--- src/rtl/core/assert_macros.svh ---
// Assertion helper macros shared by the core RTL.
// Assumes a clock named clk and an active-low reset named rst_n in scope.
`ifndef ASSERT_MACROS_SVH
`define ASSERT_MACROS_SVH
`ifndef SYNTHESIS
`define ASSERT_ALWAYS(lbl, expr) \
  lbl: assert property (@(posedge clk) disable iff (!rst_n) (expr)) \
    else $error("assertion failed");
`define ASSERT_IMPLY(lbl, pre, post) \
  lbl: assert property (@(posedge clk) disable iff (!rst_n) (pre) |-> (post)) \
    else $error("assertion failed");
`else
`define ASSERT_ALWAYS(lbl, expr)
`define ASSERT_IMPLY(lbl, pre, post)
`endif
`endif

--- src/rtl/core/mvna_pkg.sv ---
// Shared types, constants and width helpers for the vertex normal accumulator.
// No dependencies.
package mvna_pkg;

  localparam int MAX_VERTICES_DEF = 1024;
  localparam int COORD_BITS_DEF   = 16;
  localparam int SUM_BITS_DEF     = 24;

  localparam int VIDX_BITS = 10;   // width of every input vertex index field
  localparam int CCNT_BITS = 3;
  localparam int OUT_BITS  = 16;   // Q1.14 result width
  localparam int NRM_BITS  = 20;   // largest magnitude after scaling: [2^19, 2^20)
  localparam int LEN_BITS  = 21;
  localparam int L2_BITS   = 42;
  localparam int DIV_BITS  = 36;
  localparam int QUO_BITS  = 15;
  localparam int FRAC_SH   = 15;   // 2 * 16384

  typedef enum logic [1:0] {
    ACT_LOAD = 2'd0,
    ACT_FACE = 2'd1,
    ACT_READ = 2'd2,
    ACT_NONE = 2'd3
  } action_t;

  function automatic int cmd_bits(input int aw, input int cb);
    return 2 + 1 + 4 * aw + 3 * cb;
  endfunction

  function automatic int mag_bits(input int cb, input int sb);
    int w;
    w = 2 * cb + 3;
    if (sb > w) w = sb;
    if (w < NRM_BITS + 1) w = NRM_BITS + 1;
    return w;
  endfunction

endpackage

--- src/rtl/core/mvna_front.sv ---
// Front end: takes input transactions, reduces indices and classifies them.
// Depends on mvna_pkg; feeds mvna_queue.
module mvna_front import mvna_pkg::*; #(
  parameter int MAX_VERTICES = MAX_VERTICES_DEF,
  parameter int COORD_BITS   = COORD_BITS_DEF
) (
  input  logic                          in_valid,
  output logic                          in_ready,
  input  logic [1:0]                    in_action,
  input  logic [VIDX_BITS-1:0]          in_vertex_index,
  input  logic signed [COORD_BITS-1:0]  in_pos_x,
  input  logic signed [COORD_BITS-1:0]  in_pos_y,
  input  logic signed [COORD_BITS-1:0]  in_pos_z,
  input  logic [VIDX_BITS-1:0]          in_corner_a,
  input  logic [VIDX_BITS-1:0]          in_corner_b,
  input  logic [VIDX_BITS-1:0]          in_corner_c,
  input  logic [VIDX_BITS-1:0]          in_corner_d,
  input  logic [CCNT_BITS-1:0]          in_corner_count,
  input  logic                          q_full,
  output logic                          q_push,
  output logic [cmd_bits($clog2(MAX_VERTICES), COORD_BITS)-1:0] q_wdata
);

  localparam int AW = $clog2(MAX_VERTICES);

  typedef struct packed {
    action_t                      op;
    logic                         quad;
    logic [AW-1:0]                c0;
    logic [AW-1:0]                c1;
    logic [AW-1:0]                c2;
    logic [AW-1:0]                c3;
    logic signed [COORD_BITS-1:0] px;
    logic signed [COORD_BITS-1:0] py;
    logic signed [COORD_BITS-1:0] pz;
  } cmd_t;

  // index modulo vertex count: compare-subtract against the count shifted left by 7 down to 0
  function automatic logic [AW-1:0] to_addr(input logic [VIDX_BITS-1:0] v);
    logic [VIDX_BITS-1:0]    r;
    longint                  mk;
    logic [AW+VIDX_BITS-1:0] ext;
    r = v;
    for (int k = 7; k >= 0; k--) begin
      mk = longint'(MAX_VERTICES) << k;
      if (longint'(r) >= mk) r = r - VIDX_BITS'(mk);
    end
    ext = {{AW{1'b0}}, r};
    return ext[AW-1:0];
  endfunction

  action_t act;
  cmd_t    cmd;

  always_comb begin
    act      = action_t'(in_action);
    cmd.op   = act;
    cmd.quad = (in_corner_count == CCNT_BITS'(4));
    cmd.c0   = (act == ACT_FACE) ? to_addr(in_corner_a) : to_addr(in_vertex_index);
    cmd.c1   = to_addr(in_corner_b);
    cmd.c2   = to_addr(in_corner_c);
    cmd.c3   = to_addr(in_corner_d);
    cmd.px   = in_pos_x;
    cmd.py   = in_pos_y;
    cmd.pz   = in_pos_z;
  end

  assign in_ready = !q_full;
  // drop unknown actions here
  assign q_push   = in_valid && !q_full && (act != ACT_NONE);
  assign q_wdata  = cmd;

endmodule

--- config.mk ---
export PLATFORM = sky130hd
export DESIGN_NAME = mvna_front
export DESIGN_NICKNAME = d
export VERILOG_FILES = /design/src/rtl/core/assert_macros.svh /design/src/rtl/core/mvna_pkg.sv /design/src/rtl/core/mvna_front.sv
export SDC_FILE = /design/constraint.sdc
export NUM_CORES = 1
export LEC_CHECK = 0
export BUFFER_PORTS_ARGS = -buffer_cell sky130_fd_sc_hd__buf_2
export CELL_PAD_IN_SITES_DETAIL_PLACEMENT = 1
export CELL_PAD_IN_SITES_GLOBAL_PLACEMENT = 2
export CORE_ASPECT_RATIO = 1.4
export CORE_UTILIZATION = 10
export DETAILED_ROUTE_END_ITERATION = 10
export GPL_ROUTABILITY_DRIVEN = 1
export PLACE_DENSITY_LB_ADDON = 0.3
export SYNTH_ARGS = -nofsm -noshare
export SYNTH_HDL_FRONTEND = slang
export SYNTH_SLANG_ARGS = --single-unit
--- constraint.sdc ---
create_clock -name vclk -period 2.6
set_input_delay 0.52 -clock vclk [all_inputs]
set_output_delay 0.52 -clock vclk [all_outputs]
set_load 0.02 [all_outputs]
# Yosys cells after proc, flatten, opt, wreduce, memory -nomap -nowiden

Cells that the tools add are included.

Eq/ne operators: 3
Mux-type cells: 1
Reductions and logical operators: 3

Operators by type and width:

| operator                                                              | count |
|---|---|
| 10-bit 2-to-1 mux                                                     | 1 |
| 3-bit equality test, second input constant                            | 1 |
| 2-bit by 1-bit equality test with 1-bit output, second input constant | 1 |
| 1-bit logical AND                                                     | 2 |
| 2-bit inequality test, second input constant                          | 1 |
| 1-bit zero test                                                       | 1 |

Bits in registers: 0
Output and inout port bits: 93
Logic and storage cells: 7

# Depth between registers and ports, before layout

Gate-level depths: netlist of run 1.

Word-level depth: 3
Mapped depth: 3

# Worst setup path after synthesis of run 1

Ideal clock, no wire load.

Kind: input -> output
Start: input port in_action[0]
End: output port q_wdata[78]
Arrival: 1129 ps
Data required time: 2080 ps
Path slack: 951 ps
Stages on the path: 3
Cells stage by stage: nor2b_4 -> buf_12 -> mux2_4

Cells in the longest elaborated chain, start to end: 2

Ends and longest elaborated chain:

| item                                           | line             | RTL |
|---|---|---|
| start, declared                                | mvna_front.sv:9  | `input logic [1:0] in_action,` |
| 2-bit by 1-bit equality test with 1-bit output | mvna_front.sv:59 | `cmd.c0 = (act == ACT_FACE) ? to_addr(in_corner_a) : to_addr(in_vertex_index);` |
| 10-bit 2-to-1 mux                              | mvna_front.sv:59 |  |
| end, declared                                  | mvna_front.sv:21 | `output logic [cmd_bits($clog2(MAX_VERTICES), COORD_BITS)-1:0] q_wdata` |

No other way between the ends.

# Final worst setup path of run 1

Start: input port in_action[0]
End: output port q_wdata[80]

The elaborated chain is that of the path after synthesis.

==> flow_summary.toml, run 1 <==
[cells_and_area]
fin_cells = 157
diodes = 0
area_delta_synth_final_pct = -35.4
fin_util_pct = 6.68
layout.nets = 164
layout_commonest_cell = "buf_2"
nClkBuffers = 0
final_cell_mix = "42 x buf_2, 10 x mux2_4"
seqCellArea_um2 = 0
nFlopsAndLatches = 0
layout-drive-gt1-share_pct = 93.0

[global_route]
grt_overflow = 0
grt_max_degree = 11
track_usage_pct = 4.93
antenna_found_initial = 0
grt_pass1_vias = 451
grt_pass1_wl_um = 2880

[detailed_routing]
postRouteAntennaNets = 0
drc = 0
drtIter0Drc = 2
wl_per_cell_um = 15.1
vias_per_cell = 2.59
vias = 407
drtPass1Iterations = 2
wl_um = 2370

[sta]
hold_viol = 0
tns_ns = 0
drv_slew = 0
period_share_pct = 78.0
worstMarginPinSlew_ns = 0.410
rsz0062_at_grt = "no"
finalCriticalPeriod_ns = 2.03
setup-violations-final = 0
fmax_mhz = 493
slew_headroom_pct = 72.6

[clock_tree]
cts_hold_buf = 0
post_cts_resized = 0
post_cts_buffers = 0

[pwr]
cellInternalPower_mw = 0.0451
power_frac_comb_pct = 100.0
peakVddDrop_mv = 0.0347
swShare_pct = 48.7
power.total_mw = 0.0880
powerDensity_nw_per_um2 = 169
clockPowerShare_pct = 0
p_seq_share_pct = 0
switchingPower_mw = 0.0429
leakage_nw = 0.264

[synth]
synth_area_um2 = 806
syn_inst = 96
yosys_warnings = 0
syn_avg_cell_area_um2 = 8.39
synth_top_cell_area_share_pct = 74.5
ys_seq_area_share_pct = 0
synth.area.top_cells = "buf_4 75%, mux2_4 19%, buf_12 2.5%"
synth_nets = 201
synth.distinct_cells = 8
yosysTopAreaCell = "buf_4"

[critical_path]
slowest_delay_ns = 0.39
slowest_stage = "nor2b_4"
arrival_ns = 1.51
cp_max_fo = 10
critPathTopFamily = "simple AND/OR/NAND/NOR gates"
end_kind = "output port"
critPathKind = "in2out"
cp_common_cell = "buf_2"
path_cells = "buf_2 -> nor2b_4 -> mux2_4 -> buf_2"
startpoint_type = "primary input"
worst-path-buf-inv = 2
critPathRequiredTime_ns = 2.08

[placement]
io_buffers = 42
dp.cells = 157
routabilityCongestion = 0.606

[min_path]
hold_class = "in2out"

[floorplan]
start_util_pct = 10.3
die_h_um = 108
coreArea_um2 = 7800
dieArea_um2 = 8430
num_io_pins = 198
die_width_um = 77.9
rows = 38

[run]
max-cap-violations = 0

[status]
status = "completed"
-- stage by stage --
stage,hold slack (ns),cell area (um2),worst slack [ns]
after CTS,1.04,520,0.550
after floorplan,1.12,806,0.951
after detailed placement,1.04,520,0.553
after global placement,1.04,520,0.568
after global routing,1.04,520,0.524
final,1.04,520,0.572
-- final cells by class --
type                       count  area, um2
fill                         964       7280
tap                          100        125
timing repair buffer          42        210
multi-input combinational     14        181
inverter                       1       3.75
-- power groups by stage --
stage / Combinational [mW] / Clock [mW] / Sequential [mW]
global route: 0.0938 / 0 / 0
finish: 0.0880 / 0 / 0
global placement: 0.0894 / 0 / 0
floorplan: 0.231 / 0 / 0
CTS: 0.0900 / 0 / 0
detailed placement: 0.0898 / 0 / 0
-- cell families after synthesis --
group / count (synthesis) / synth area share, %
muxes: 10 / 18.6
and+or+nand+nor: 4 / 3.88
buffers and inverters: 82 / 77.5
-- cell usage after synthesis --
| library cell | count |
|---|---|
| buf_12 | 1 |
| nor2b_4 | 1 |
| and3_1 | 1 |
| nor3b_1 | 1 |
| mux2_4 | 10 |
| buf_4 | 80 |
| nand2_1 | 1 |
| inv_1 | 1 |
-- per-layer routing --
| metal | vias up | GRT usage (%) | routed length [um] |
|---|---|---|---|
| li1 | 140 | - | - |
| met1 | 139 | 1.01 | 253 |
| met2 | 72 | 8.79 | 1000 |
| met3 | 56 | 5.40 | 779 |
| met4 | 0 | 7.55 | 328 |
| met5 | - | 0 | 0 |
-- worst paths after layout --
| kind | depth (start not counted) | from | slack (ns) | end |
|---|---|---|---|---|
| max | 4 | in_action[0] | 0.57 | q_wdata[80] |
| min | 0 | in_pos_y[4] | 1.04 | q_wdata[20] |
Power figures use the tool's default switching activity.
==> run 2, diff against run 1 <==
clock period = 1.9 ns   (was 2.6 ns; I/O delays follow)
==> flow_summary.toml, run 2 (synthesis gave the netlist of run 1 again) <==
[clock_tree]
cts_hold_buf = 0
post_cts_resized = 0
post_cts_buffers = 0

[critical_path]
arrival_ns = 1.25
slowest_stage = "mux2_4"
cp_max_fo = 10
critPathRequiredTime_ns = 1.52
end_kind = "output port"
slowest_delay_ns = 0.30
startpoint_type = "primary input"
path_cells = "buf_2 -> nor2b_4 -> buf_12 -> mux2_4 -> buf_2"
cp_common_cell = "buf_2"
critPathKind = "in2out"

[pwr]
peakVddDrop_mv = 0.0497
powerDensity_nw_per_um2 = 231
leakage_nw = 0.272

[placement]
place_hpwl_um = 2080
io_buffers = 42
dp.cells = 158
routabilityCongestion = 0.613

[cells_and_area]
nClkBuffers = 0
layout-drive-gt1-share_pct = 93.1
diodes = 0
fin_cells = 158
fill_cells = 945
seqCellArea_um2 = 0
final_cell_mix = "42 x buf_2, 10 x mux2_4"
multiInputGateArea_um2 = 181
area_delta_synth_final_pct = -32.9
layout.nets = 165
layout_commonest_cell = "buf_2"
nFlopsAndLatches = 0

[sta]
finalCriticalPeriod_ns = 1.63
hold_ws_ns = 0.760
slew_headroom_pct = 90.2
setup-violations-final = 0
worstMarginPinSlew_ns = 0.147
tns_ns = 0
fmax_mhz = 615
rsz0062_at_grt = "no"
hold_viol = 0
period_share_pct = 85.6
drv_slew = 0

[global_route]
grt_max_degree = 11
grt_pass1_wl_um = 2830
grt_overflow = 0
grt_pass1_vias = 455
antenna_found_initial = 0
track_usage_pct = 4.84

[floorplan]
num_io_pins = 198
dieArea_um2 = 8430
die_h_um = 108
rows = 38
start_util_pct = 10.3
die_width_um = 77.9
coreArea_um2 = 7800

[min_path]
hold_class = "in2out"
hold_path_end = "q_wdata[33]"
hold_depth = 0
min-delay-start = "in_pos_x[1]"

[detailed_routing]
wl_um = 2310
vias_per_cell = 2.63
drc = 0
drtIter0Drc = 1
vias = 416
postRouteAntennaNets = 0
drtPass1Iterations = 2
wl_per_cell_um = 14.6

[run]
max-cap-violations = 0

[status]
status = "completed"
-- run 2: stage by stage --
stage	worst slack, ns	power [mW]	cell area (um2)	utilization, %
detailed placement	0.262	0.127	541	6.93
CTS	0.259	0.128	541	6.93
finish	0.273	0.125	541	6.93
global placement	0.268	0.127	541	6.93
floorplan	0.531	0.316	806	-
global route	0.236	0.133	541	6.93
-- run 2: worst max-delay path: cells and delay by family --
kind	cells	cell delay [ns]
buffers and inverters	3	0.42
multiplexers	1	0.30
AND/OR/NAND/NOR	1	0.15
-- run 2: metal layers --
layer / track usage, % / wire (um) / vias to the layer above
met1: 0.854 / 244 / 148
met2: 8.72 / 997 / 72
met3: 5.49 / 751 / 54
li1: - / - / 142
met5: 0 / 0 / -
met4: 7.28 / 317 / 0
-- run 2: area by class of cell --
cell class                 count  share of cell area, %
tap                          100                   23.1
multi-input combinational     14                   33.6
inverter                       1                  0.694
timing repair buffer          43                   42.6
-- run 2: power breakdown --
group | leakage (nW) | switching [mW] | internal, mW
Combinational | 0.272 | 0.0593 | 0.0658
Clock | 0 | 0 | 0
Sequential | 0 | 0 | 0
Total | 0.272 | 0.0593 | 0.0658
-- run 2: how the worst max path moves through the flow --
| stage | from | endpoint | slack, ns | cells past startpoint |
|---|---|---|---|---|
| finish | in_action[0] | q_wdata[83] | 0.27 | 5 |
| global route | in_action[0] | q_wdata[82] | 0.24 | 5 |
| CTS | in_action[0] | q_wdata[83] | 0.26 | 5 |
| detailed placement | in_action[0] | q_wdata[83] | 0.26 | 5 |
| global placement | in_action[1] | q_wdata[83] | 0.27 | 5 |
| floorplan | in_action[0] | q_wdata[78] | 0.53 | 3 |
==> run 3, diff against run 2 <==
PLACE_DENSITY_LB_ADDON = 0.1   (was 0.3)
==> flow_summary.toml, run 3 (synthesis gave the netlist of run 1 again) <==
[cells_and_area]
layout_commonest_cell = "buf_2"
layout-drive-gt1-share_pct = 93.1
final_cell_mix = "42 x buf_2, 10 x mux2_4"
diodes = 0
fin_area_um2 = 541
multiInputGateArea_um2 = 181
nClkBuffers = 0
area_delta_synth_final_pct = -32.9
seqCellArea_um2 = 0
layout.nets = 165
fill_cells = 957
nFlopsAndLatches = 0

[critical_path]
startpoint_type = "primary input"
slowest_stage = "mux2_4"
path_cells = "buf_2 -> nor2b_4 -> buf_12 -> mux2_4 -> buf_2"
slowest_delay_ns = 0.29
critPathKind = "in2out"
end_kind = "output port"
critPathRequiredTime_ns = 1.52
cp_common_cell = "buf_2"
arrival_ns = 1.24
cp_max_fo = 10
startpoint = "in_action[1]"

[floorplan]
coreArea_um2 = 7800
dieArea_um2 = 8430
die_h_um = 108
num_io_pins = 198
start_util_pct = 10.3
rows = 38
die_width_um = 77.9

[pwr]
power.total_mw = 0.124
peakVddDrop_mv = 0.0596
leakage_nw = 0.272
powerDensity_nw_per_um2 = 230

[sta]
period_share_pct = 85.4
rsz0062_at_grt = "no"
tns_ns = 0
fmax_mhz = 616
slew_headroom_pct = 90.5
worstMarginPinSlew_ns = 0.142
finalCriticalPeriod_ns = 1.62
setup-violations-final = 0
drv_slew = 0
hold_viol = 0

[min_path]
hold_depth = 0
min-delay-start = "in_pos_z[15]"
hold_path_end = "q_wdata[15]"
hold_class = "in2out"

[detailed_routing]
wl_per_cell_um = 12.9
vias = 414
postRouteAntennaNets = 0
drtIter0Drc = 2
vias_per_cell = 2.62
drc = 0
drtPass1Iterations = 2
wl_um = 2040

[clock_tree]
post_cts_resized = 0
cts_hold_buf = 0
post_cts_buffers = 0

[global_route]
grt_max_degree = 11
grt_overflow = 0
track_usage_pct = 4.47
grt_pass1_vias = 466
antenna_found_initial = 0
grt_pass1_wl_um = 2700

[placement]
place_hpwl_um = 1840
placed_area_um2 = 541
routabilityCongestion = 0.614
io_buffers = 42

[status]
status = "completed"

[run]
max-cap-violations = 0
run 3: area by class of cell:
| cell class | count | share of cell area (%) |
|---|---|---|
| inverters | 1 | 0.694 |
| multi-input cells | 14 | 33.6 |
| well taps | 100 | 23.1 |
| repair buffers | 43 | 42.6 |
run 3: worst max path at each step:
stage                       end  slack, ns  cells after the start
floorplan           q_wdata[78]       0.53                      3
global placement    q_wdata[84]       0.26                      5
detailed placement  q_wdata[84]       0.27                      5
CTS                 q_wdata[84]       0.27                      5
global route        q_wdata[80]       0.23                      5
finish              q_wdata[84]       0.28                      5
run 3: metrics by stage:
stage | utilization, % | instances | hold WS (ns) | setup slack, ns
3_5_place_dp | 6.93 | 158 | 0.760 | 0.268
3_3_place_gp | 6.93 | 158 | 0.760 | 0.260
4_1_cts | 6.93 | 158 | 0.760 | 0.267
2_1_floorplan | - | 96 | 0.841 | 0.531
6_report | 6.93 | 158 | 0.760 | 0.278
5_1_grt | 6.93 | 158 | 0.760 | 0.235
run 3: layer usage:
| metal | track usage (%) | vias to the layer above | wire, um |
|---|---|---|---|
| met5 | 0 | - | 0 |
| met4 | 5.26 | 0 | 232 |
| met3 | 2.36 | 36 | 387 |
| met2 | 8.85 | 73 | 974 |
| met1 | 2.31 | 162 | 449 |
| li1 | - | 143 | - |
run 3: worst max-delay path: cells and delay by family:
family | cells | cell delay [ns]
buffers and inverters | 3 | 0.44
AND/OR/NAND/NOR | 1 | 0.12
multiplexers | 1 | 0.29
run 3: report_power, final:
group | leakage [nW] | switching [mW] | internal (mW)
sequential | 0 | 0 | 0
clock | 0 | 0 | 0
combinational | 0.272 | 0.0583 | 0.0657
total | 0.272 | 0.0583 | 0.0657
