### config.mk
export PLATFORM = sky130hd
export DESIGN_NAME = mvna_queue
export DESIGN_NICKNAME = d
export VERILOG_FILES = /design/src/rtl/core/mvna_pkg.sv /design/src/rtl/core/mvna_queue.sv
export VERILOG_INCLUDE_DIRS = /design/src /design/src/rtl/core
export SDC_FILE = /design/constraint.sdc
export NUM_CORES = 1
export LEC_CHECK = 0
export ABC_AREA = 0
export BUFFER_PORTS_ARGS = -buffer_cell sky130_fd_sc_hd__buf_2
export CAP_MARGIN = 20
export CELL_PAD_IN_SITES_DETAIL_PLACEMENT = 1
export CELL_PAD_IN_SITES_GLOBAL_PLACEMENT = 1
export CORE_MARGIN = 8
export CORE_UTILIZATION = 45
export CTS_CLUSTER_SIZE = 16
export DETAILED_ROUTE_END_ITERATION = 12
export HOLD_SLACK_MARGIN = 0.06
export PLACE_DENSITY_LB_ADDON = 0.1
export RECOVER_POWER = 50
export SYNTH_ARGS = -nofsm -noshare
export SYNTH_HDL_FRONTEND = slang
export SYNTH_SLANG_ARGS = --single-unit
### constraint.sdc
create_clock -name clk -period 6.75 [get_ports clk]
set_input_delay 1.35 -clock clk [delete_from_list [all_inputs] [get_ports clk]]
set_output_delay 1.35 -clock clk [all_outputs]
set_load 0.1 [all_outputs]
### src/rtl/core/assert_macros.svh
// Assertion helper macros shared by the core RTL.
// Assumes a clock named clk and an active-low reset named rst_n in scope.
`ifndef ASSERT_MACROS_SVH
`define ASSERT_MACROS_SVH
`ifndef SYNTHESIS
`define ASSERT_ALWAYS(lbl, expr) \
  lbl: assert property (@(posedge clk) disable iff (!rst_n) (expr)) \
    else $error("assertion failed");
`define ASSERT_IMPLY(lbl, pre, post) \
  lbl: assert property (@(posedge clk) disable iff (!rst_n) (pre) |-> (post)) \
    else $error("assertion failed");
`else
`define ASSERT_ALWAYS(lbl, expr)
`define ASSERT_IMPLY(lbl, pre, post)
`endif
`endif

### src/rtl/core/mvna_pkg.sv
// Shared types, constants and width helpers for the vertex normal accumulator.
// No dependencies.
package mvna_pkg;

  localparam int MAX_VERTICES_DEF = 1024;
  localparam int COORD_BITS_DEF   = 16;
  localparam int SUM_BITS_DEF     = 24;

  localparam int VIDX_BITS = 10;   // width of every input vertex index field
  localparam int CCNT_BITS = 3;
  localparam int OUT_BITS  = 16;   // Q1.14 result width
  localparam int NRM_BITS  = 20;   // largest magnitude after scaling: [2^19, 2^20)
  localparam int LEN_BITS  = 21;
  localparam int L2_BITS   = 42;
  localparam int DIV_BITS  = 36;
  localparam int QUO_BITS  = 15;
  localparam int FRAC_SH   = 15;   // 2 * 16384

  typedef enum logic [1:0] {
    ACT_LOAD = 2'd0,
    ACT_FACE = 2'd1,
    ACT_READ = 2'd2,
    ACT_NONE = 2'd3
  } action_t;

  function automatic int cmd_bits(input int aw, input int cb);
    return 2 + 1 + 4 * aw + 3 * cb;
  endfunction

  function automatic int mag_bits(input int cb, input int sb);
    int w;
    w = 2 * cb + 3;
    if (sb > w) w = sb;
    if (w < NRM_BITS + 1) w = NRM_BITS + 1;
    return w;
  endfunction

endpackage

### src/rtl/core/mvna_queue.sv
// Two-entry command queue between front and back end.
// Depends on mvna_pkg for the default width and on assert_macros.svh for assertions.
`include "assert_macros.svh"
module mvna_queue import mvna_pkg::*; #(
  parameter int W = cmd_bits($clog2(MAX_VERTICES_DEF), COORD_BITS_DEF)
) (
  input  logic         clk,
  input  logic         rst_n,
  input  logic         push,
  input  logic [W-1:0] wdata,
  output logic         full,
  input  logic         pop,
  output logic         valid,
  output logic [W-1:0] rdata
);

  localparam int DEPTH = 2;
  localparam int PW    = $clog2(DEPTH);

  logic [W-1:0]  mem_r [DEPTH];
  logic [PW-1:0] wp_r, wp_nxt, rp_r, rp_nxt;
  logic [PW:0]   cnt_r, cnt_nxt;

  assign full  = (cnt_r == (PW+1)'(DEPTH));
  assign valid = (cnt_r != '0);
  assign rdata = mem_r[rp_r];

  always_comb begin
    wp_nxt  = push ? wp_r + 1'b1 : wp_r;
    rp_nxt  = pop ? rp_r + 1'b1 : rp_r;
    cnt_nxt = cnt_r + (PW+1)'(push) - (PW+1)'(pop);
  end

  always_ff @(posedge clk) begin
    if (!rst_n) begin
      wp_r  <= '0;
      rp_r  <= '0;
      cnt_r <= '0;
    end else begin
      wp_r  <= wp_nxt;
      rp_r  <= rp_nxt;
      cnt_r <= cnt_nxt;
    end
  end

  always_ff @(posedge clk) begin
    if (push) mem_r[wp_r] <= wdata;
  end

  `ASSERT_ALWAYS(a_q_no_overflow, !(push && full) && !(pop && !valid))

endmodule

* Word level (Yosys, flattened, before mapping)
Memory sizes are Yosys's and may differ from the RTL's. A register that Yosys moved wholly into a read port is not among the register bits.
Cells that the tools add are included.
** Cells by class
- $add $sub $neg :: 4
- Equality and inequality tests :: 1
- Multiplexer cells :: 4
- Reduce and logical (&&, ||, !) cells :: 1
** Operators by type and width (count)
- $mux 1 :: 4
- $add 1x1->1 const B :: 2
- $add 2x1->2 :: 1
- $eq 2x2->1 const B :: 1
- $reduce_bool 2->1 :: 1
- $sub 2x1->2 :: 1
** Storage, ports and cells
- Register bits :: 4
- Memory bits (writable) :: 182
- Input port bits :: 95
- Output and inout port bits :: 93
- Logic and storage cells :: 14
- Memories kept :: 1
** Memories
- mem_r :: depth 2, bits a word 91, read ports 1, clocked after memory_dff 1, wr ports 1, RTL line mvna_queue.sv:20 : logic [W-1:0] mem_r [DEPTH];

* Logic depth before layout (Yosys ltp)
Gate-level depths: netlist (run 1).
- Word-level depth :: 3
- Mapped depth :: 6
- Depth with buffers taken out :: 6

* Worst setup path before layout (run 1)
Ideal clock, no wire load.
- Path kind :: in2reg
- Start point :: in push
- End point :: mem mem_r[0][0] (netlist bit) (enable)
- Library setup time :: 0.553 ns
- Data arrival time :: 5.349 ns
- Required time :: 6.197 ns
- Path slack :: 0.849 ns
- Stages :: 1
- Path buffers :: 0
- Path through :: nor2b_1
** On the way
- Cells in the longest elaborated chain, start to end :: 2
** Ends and longest elaborated chain
- start, declared :: RTL line mvna_queue.sv:9 : input logic push,
- $mux 1 :: RTL line mvna_queue.sv:47 : if (push) mem_r[wp_r] <= wdata;
- $mux 1 (not written as such) :: RTL line mvna_queue.sv:47
- end, declared :: RTL line mvna_queue.sv:20
Every way passes these cells.

* Worst setup path after layout (run 1)
- Start point :: in push
- End point :: mem mem_r[1][57] (netlist bit) (enable)
Same word-level chain as after synthesis.

==> flow_summary.ini, run 1 <==
[setup_path]
ff2ff_setup_slack_ns = 2.67
reg2reg_from = wp_r
rr_worst_depth = 2
critPathLaunch = push
worstSetupPathType = primary input to register
cp.arrival_ns = 4.86
cp_slowest_stage_delay_ns = 2.52
crit_path_start_kind = primary input
crit_family = simple AND/OR/NAND/NOR gates
crit_buf_inv = 2
critPathMaxFanout = 51
critPathRequiredTime_ns = 6.80
cp_slowest_cell = and2_0
crit_path_end_kind = register
regToRegEndpoint = mem_r[1][57]
crit_chain = clkbuf_1 > and2_0 > buf_4

[cts]
worstSkewPairLatency_ns = 0.42
cts_hold_buf = 0
cts_setup_buffers = 0
clockRootBuffer = clkbuf_16
clk_pin_slew_ns = 0.06
cts_tree = done
clock_path_buffers = 2
cts_max_level = 4
cts_resized = 0
cts_made_buffers = 17
clock-sinks = 187

[drt]
routed_via_density = 4.70
wl_per_cell_um = 19.5
routed_wl_um = 14300
drc = 0
via_count = 3450
firstDrtPassIters = 4
initialDrtViolationCount = 142
postRouteAntennaNets = 0

[logic_synthesis]
yosys-top-cells-area = edfxtp_1 (75%), mux2_4 (19%), buf_12 (2.5%)
synth_area_leader_cell = edfxtp_1
synthesis.area_um2 = 7250
yosysSeqAreaShare_pct = 76.8
yosysUniqueCellTypes = 14
synth_top_area_share_pct = 75.4
syn_area_per_cell_um2 = 23.8
syn-instance-count = 304
yosysWarnings = 0
async_reset_ff_share_pct = 0
synth_seq_cells = 187
yosys_most_used_dff = edfxtp_1
synth_nets = 401
synth_common_cells = edfxtp_1 (182), mux2_4 (90), buf_12 (9), dfxtp_1 (5)
synth_most_common_cell = edfxtp_1
synth_edf_count = 182

[status]
outcome = complete, but fails checks
failed_checks = max-capacitance violations, max-slew violations

[hold_path]
min_from = rp_r
holdPathStages = 2
min_path_type = register to register

[sta]
maxSlewHeadroom_pct = -132
fin_crit_sh_pct = 71.3
skew_ns = 0.00542
setup_violations = 0
post-route-min-period_ns = 4.81
finalWorstSetupSlack_ns = 1.94
tightest_slew_ns = 3.48
hold_viol_final = 0
max_freq_ghz = 0.208
rsz0062_at_grt = no
finalSetupTns_ns = 0
slew_violations = 96

[placed_design]
port_buffers = 187
hpwl_um = 9940
placed_cell_area_um2 = 8310
gp_congestion = 0.697
pre_cts_ws_ns = 2.83

[die]
initial_core_util_pct = 45.8
die_area_um2 = 20400
num_io_pins = 188
die_x_um = 143
num_rows = 46
coreArea_um2 = 15800
die_height_um = 143

[pwr]
power_frac_seq_pct = 45.2
pwr_density_cell_nw_per_um2 = 346
p_int_w = 0.00208
power_switching_w = 0.000972
comb_power_share_pct = 22.7
peakVddDrop_mv = 0.170
p_sw_share_pct = 31.8
p_clk_share_pct = 32.1
total_power_w = 0.00305
power_leakage_nw = 3.39

[layout]
final_area_um2 = 8820
fin_nets = 601
drive_gt1_share_pct = 51.5
syn_to_final_growth_pct = 21.8
final_util_pct = 55.7

[grt]
track_usage_pct = 14.0
overflow = 0
grt_max_degree = 58
antenna_found_initial = 2
grt_pass1_vias = 3867
grt_pass1_wl_um = 21100

[job]
maxCapViolCount = 2
-- power by group through the flow --
stage          combinational [W]  sequential (W)  clock (W)
5_1_grt                 0.000718         0.00139    0.00104
6_report                0.000694         0.00138   0.000980
3_5_place_dp            0.000706         0.00140          0
2_1_floorplan           0.000633         0.00139          0
4_1_cts                 0.000707         0.00138    0.00101
3_3_place_gp            0.000701         0.00140          0
-- area by class of cell --
type,count,area [um2]
timing repair buffer,191,906
antenna,1,2.50
fill,1473,7000
sequential,187,5570
inverter,2,7.51
clock inverter,12,149
tap,216,270
clock buffer,20,437
multi-input combinational,105,1480
-- per-layer routing --
layer / share of wire [%] / global-route usage (%) / vias up
met5: 0.084 / 0 / -
met4: 2.0 / 6.71 / 2
li1: - / - / 1598
met3: 8.8 / 6.08 / 21
met2: 49 / 23.0 / 125
met1: 40 / 15.3 / 1704
-- worst min-delay path, stage by stage (launching register included) --
cell     delay [ns]
dfxtp_1        0.33
xor2_1         0.08
and2_0         0.14
-- flip-flops by register name, summed over array words and instances, names as in the netlist, named ones only --
register  cells
rp_r          1
cnt_r         2
wp_r          1
mem_r       182
-- cells in the final DEF (no fill, tap or decap), types with 3 or more instances in the layout --
| cell type | synthesis | routed |
|---|---|---|
| dfxtp_1 | 5 | 4 |
| bufinv_16 | 0 | 3 |
| clkbuf_1 | 0 | 49 |
| clkbuf_16 | 0 | 17 |
| nor2b_1 | 4 | 4 |
| mux2_4 | 90 | 90 |
| clkinvlp_4 | 0 | 6 |
| edfxtp_1 | 182 | 182 |
| buf_4 | 0 | 3 |
| buf_2 | 0 | 142 |
-- kinds of logic (layout without fill, tap and decap cells) --
group                      after synthesis  after routing  share of synthesized area [%]
DFF                                    187            187                           76.8
muxes                                   91             91                           18.8
buffers and inverters                   12            225                           2.75
and+or+nand+nor                          9              9                          0.777
adders and majority gates                2              2                          0.345
xor gates and xnor gates                 2              2                          0.432
AOI/OAI and AO/OA                        1              1                          0.104
other                                    0              1                              0
-- worst max path at each step --
stage                    to  slack [ns]  cells after the start
3_3_place_gp      rdata[38]        2.86                      3
5_1_grt        mem_r[1][58]        1.53                      3
3_5_place_dp       rdata[9]        2.83                      3
6_report       mem_r[1][57]        1.94                      3
4_1_cts            rdata[9]        2.37                      3
2_1_floorplan   mem_r[0][0]        0.85                      1
-- per-stage QoR --
stage / cells / hold slack, ns
after floorplan: 304 / 0.555
after global placement: 701 / 0.562
after detailed placement: 701 / 0.564
after CTS: 733 / 0.596
after global routing: 734 / 0.610
final: 734 / 0.589
Note: power is estimated with default switching activity, not from simulation.
==> run 2, diff against run 1 <==
--- a/config.mk
+++ b/config.mk
@@ -12,7 +12,7 @@
 export CELL_PAD_IN_SITES_DETAIL_PLACEMENT = 1
 export CELL_PAD_IN_SITES_GLOBAL_PLACEMENT = 1
 export CORE_MARGIN = 8
-export CORE_UTILIZATION = 45
+export CORE_UTILIZATION = 41
 export CTS_CLUSTER_SIZE = 16
 export DETAILED_ROUTE_END_ITERATION = 12
 export HOLD_SLACK_MARGIN = 0.06
==> constraint.sdc (replaced) <==
create_clock -name clk -period 4.25 [get_ports clk]
set_input_delay 0.85 -clock clk [delete_from_list [all_inputs] [get_ports clk]]
set_output_delay 0.85 -clock clk [all_outputs]
set_load 0.1 [all_outputs]
==> flow_summary.ini, run 2 (synthesized netlist as in run 1, its figures left out) <==
[pwr]
pwr_density_cell_nw_per_um2 = 571
power_switching_w = 0.00157
comb_power_share_pct = 22.0
power_leakage_nw = 3.45
total_power_w = 0.00512
p_clk_share_pct = 35.6
power_frac_seq_pct = 42.4
p_sw_share_pct = 30.7
p_int_w = 0.00355
peakVddDrop_mv = 0.277

[layout]
syn_to_final_growth_pct = 23.6
final_common_cell = edfxtp_1
layout_common_cells = edfxtp_1 (182), buf_2 (135), mux2_4 (90)
largest_reg_flops = 182
fill_cells = 1638
antennaDiodeCount = 0
largest-register = mem_r
top_regs = mem_r (182), cnt_r (2)
fin_nets = 602
drive_gt1_share_pct = 51.2

[setup_path]
critPathMaxFanout = 92
crit_path_start_kind = primary input
crit_path_end_kind = register
critPathLaunch = push
reg2reg_from = wp_r
ff2ff_setup_slack_ns = 1.56
cp_slowest_stage_delay_ns = 1.75
cp_slowest_cell = clkbuf_2
critPathRequiredTime_ns = 4.24
rr_worst_depth = 2
regToRegEndpoint = mem_r[0][7]
crit_chain = clkbuf_1 > nor2b_4 > clkbuf_2
cp.arrival_ns = 3.01
worstSetupPathType = primary input to register

[grt]
grt_pass1_wl_um = 21900
overflow = 0
grtUsageMet3_pct = 5.98
busiest_layer = met2
grt_max_degree = 93
met1_usage_pct = 14.5
use_met2_pct = 22.6
track_usage_pct = 13.3
antenna_found_initial = 1
grt_pass1_vias = 3842

[die]
num_io_pins = 188
initial_core_util_pct = 41.9
die_height_um = 149
die_x_um = 149
coreArea_um2 = 17300
num_rows = 48
die_area_um2 = 22200

[status]
outcome = complete, but fails checks
failed_checks = max-capacitance violations, max-slew violations

[cts]
cts_tree = done
clock-sinks = 187
clk_pin_slew_ns = 0.06
worstSkewPairLatency_ns = 0.42
cts_setup_buffers = 0
cts_max_level = 4
clockRootBuffer = clkbuf_16
clock_path_buffers = 2
cts_resized = 0
cts_made_buffers = 17
cts_hold_buf = 0

[sta]
setup_violations = 0
post-route-min-period_ns = 3.02
rsz0062_at_grt = no
max_freq_ghz = 0.331
tightest_slew_ns = 2.49
slew_violations = 93
maxSlewHeadroom_pct = -65.9
hold_viol_final = 0
holdWs_ns = 0.579
skew_ns = 0.00700
fin_crit_sh_pct = 71.1
finalSetupTns_ns = 0

[hold_path]
holdPathStages = 2
min_from = rp_r
min_path_type = register to register

[placed_design]
gp_congestion = 0.692
hpwl_um = 10000
port_buffers = 187

[drt]
routed_via_density = 4.63
routed_wl_um = 14600
postRouteAntennaNets = 0
via_count = 3440
drc = 0
wl_per_cell_um = 19.6
initialDrtViolationCount = 147
firstDrtPassIters = 4

[job]
maxCapViolCount = 1
==> run 2: power groups by stage <==
stage	Sequential (W)	Combinational (W)	Clock [W]
floorplan	0.00220	0.00101	0
global placement	0.00220	0.00114	0
detailed placement	0.00221	0.00115	0
CTS	0.00217	0.00115	0.00187
global route	0.00218	0.00117	0.00193
finish	0.00217	0.00112	0.00182
==> run 2: layout make-up <==
cell class | instances | area, um2 | area share [%]
flip-flops and latches | 187 | 5570 | 62.2
repair buffers | 192 | 918 | 10.3
clock buffers | 17 | 425 | 4.75
multi-input cells | 105 | 1490 | 16.7
inverters | 2 | 7.51 | 0.0838
clock inverters | 15 | 264 | 2.95
well taps | 225 | 282 | 3.14
==> run 2: routing by layer <==
layer	wire, um	part of all wire [%]	vias up
li1	-	-	1602
met1	5730	39	1698
met2	7450	51	117
met3	1190	8.2	21
met4	197	1.4	2
met5	13	0.089	-
==> run 2: per-stage QoR <==
step,setup WS (ns),utilization [%],std cells,cell area [um2]
after floorplan,0.568,-,304,7250
after global placement,1.72,48.3,711,8350
after detailed placement,1.71,48.3,711,8350
after CTS,1.25,52.3,743,9040
after global routing,1.04,51.8,743,8960
final,1.23,51.8,743,8960
==> run 2: worst max path at each step <==
stage,to,slack [ns]
after CTS,rdata[2],1.25
after global routing,mem_r[0][26],1.04
after global placement,rdata[2],1.72
after detailed placement,rdata[2],1.71
after floorplan,mem_r[0][0],0.57
final,mem_r[0][7],1.23
==> run 2: worst max-delay path, delay by kind of cell <==
| kind | cells | cell delay, ns |
|---|---|---|
| buf+inv | 2 | 1.92 |
| simple gates | 1 | 0.17 |
==> run 3, diff against run 2 <==
--- a/config.mk
+++ b/config.mk
@@ -12,7 +12,7 @@
 export CELL_PAD_IN_SITES_DETAIL_PLACEMENT = 1
 export CELL_PAD_IN_SITES_GLOBAL_PLACEMENT = 1
 export CORE_MARGIN = 8
-export CORE_UTILIZATION = 41
+export CORE_UTILIZATION = 45
 export CTS_CLUSTER_SIZE = 16
 export DETAILED_ROUTE_END_ITERATION = 12
 export HOLD_SLACK_MARGIN = 0.06
==> constraint.sdc (replaced) <==
create_clock -name clk -period 2.9 [get_ports clk]
set_input_delay 0.58 -clock clk [delete_from_list [all_inputs] [get_ports clk]]
set_output_delay 0.58 -clock clk [all_outputs]
set_load 0.1 [all_outputs]
==> flow_summary.ini, run 3 (synthesized netlist as in run 1, its figures left out) <==
[status]
outcome = finished, final reports clean

[pwr]
pwr_density_cell_nw_per_um2 = 785
power_leakage_nw = 3.43
peakVddDrop_mv = 0.394

[grt]
grt_pass1_vias = 3788
overflow = 0
grtUsageMet3_pct = 5.48
track_usage_pct = 13.8
antenna_found_initial = 1
grt_pass1_wl_um = 20900
grt_max_degree = 62
busiest_layer = met2
met1_usage_pct = 15.3
use_met2_pct = 23.3

[sta]
max_freq_ghz = 0.395
hold_viol_final = 0
tightest_slew_ns = 1.02
holdWs_ns = 0.347
rsz0062_at_grt = no
maxSlewHeadroom_pct = 32.0
setup_violations = 0
skew_ns = 0.00689
finalSetupTns_ns = 0
fin_crit_sh_pct = 87.4
post-route-min-period_ns = 2.53
slew_violations = 0

[cts]
clock_path_buffers = 2
cts_hold_buf = 0
cts_tree = done
clock-sinks = 187
clk_pin_slew_ns = 0.07
cts_resized = 0
cts_made_buffers = 17
cts_setup_buffers = 0
worstSkewPairLatency_ns = 0.42
cts_max_level = 4
clockRootBuffer = clkbuf_16

[layout]
largest_reg_flops = 182
top_regs = mem_r (182), cnt_r (2)
final_common_cell = edfxtp_1
syn_to_final_growth_pct = 21.9
fin_nets = 603
antennaDiodeCount = 0
layout_common_cells = edfxtp_1 (182), buf_2 (151), mux2_4 (90)
largest-register = mem_r
drive_gt1_share_pct = 53.6

[setup_path]
crit_path_end_kind = output port
crit_family = buffers and inverters
crit_path_start_kind = register
critPathMaxFanout = 30
critPathRequiredTime_ns = 2.32
worstSetupPathType = register to output port
crit_chain = buf_4 > mux2_4 > buf_2
cp_slowest_cell = buf_4
crit_buf_inv = 2
cp.arrival_ns = 1.95
cp_slowest_stage_delay_ns = 0.47

[die]
die_height_um = 143
coreArea_um2 = 15800
num_io_pins = 188
die_area_um2 = 20400
num_rows = 46
initial_core_util_pct = 45.8
die_x_um = 143

[drt]
routed_wl_um = 14100
drc = 0
initialDrtViolationCount = 95
wl_per_cell_um = 19.2
via_count = 3455
routed_via_density = 4.70
firstDrtPassIters = 4
postRouteAntennaNets = 0

[hold_path]
min_path_type = primary input to register

[placed_design]
port_buffers = 187
hpwl_um = 9870
gp_congestion = 0.713

[job]
maxCapViolCount = 0
-- run 3: changes by cell type in the layout (fill, tap and decap cells not counted), moves of 2 or more --
cell / delta
bufinv_16: -6
clkinv_2: +2
and2_1: +2
clkinv_1: +2
and2_0: -2
buf_2: +16
clkbuf_1: -13
-- run 3: layout make-up --
cell class	count	area, um2
sequential	187	5570
multi-input combinational	105	1490
tap	216	270
clock inverter	13	100
timing repair buffer	193	958
fill	1469	7000
inverter	2	7.51
clock buffer	19	433
-- run 3: final timing paths --
| check | start | depth (start not counted) | slack (ns) | end |
|---|---|---|---|---|
| min | wdata[10] | 1 | 0.35 | mem_r[0][10] |
| max | register | 3 | 0.37 | rdata[7] |
| max reg2reg | wp_r | 2 | 1.27 | mem_r[0][37] |
| min reg2reg | rp_r | 2 | 0.58 | rp_r |
-- run 3: report_power, final --
| part | switching (W) | internal (W) |
|---|---|---|
| Combinational | 0.00130 | 0.000374 |
| Clock | 0.000933 | 0.00117 |
| Sequential | 0.0000388 | 0.00312 |
| Total | 0.00227 | 0.00467 |
-- run 3: through the flow --
stage	worst slack, ns	cell area [um2]	power (W)	std cells	util (%)
2_1_floorplan	0.504	7260	0.00469	304	-
3_3_place_gp	0.781	8350	0.00490	703	52.7
3_5_place_dp	0.775	8350	0.00492	703	52.7
4_1_cts	0.313	8880	0.00704	735	56.1
5_1_grt	0.295	8830	0.00716	735	55.8
6_report	0.366	8830	0.00694	735	55.8
-- run 3: routing by layer --
| metal | up-vias | routed length, um |
|---|---|---|
| li1 | 1611 | - |
| met5 | - | 13 |
| met4 | 2 | 188 |
| met2 | 111 | 7320 |
| met1 | 1714 | 5420 |
| met3 | 17 | 1160 |
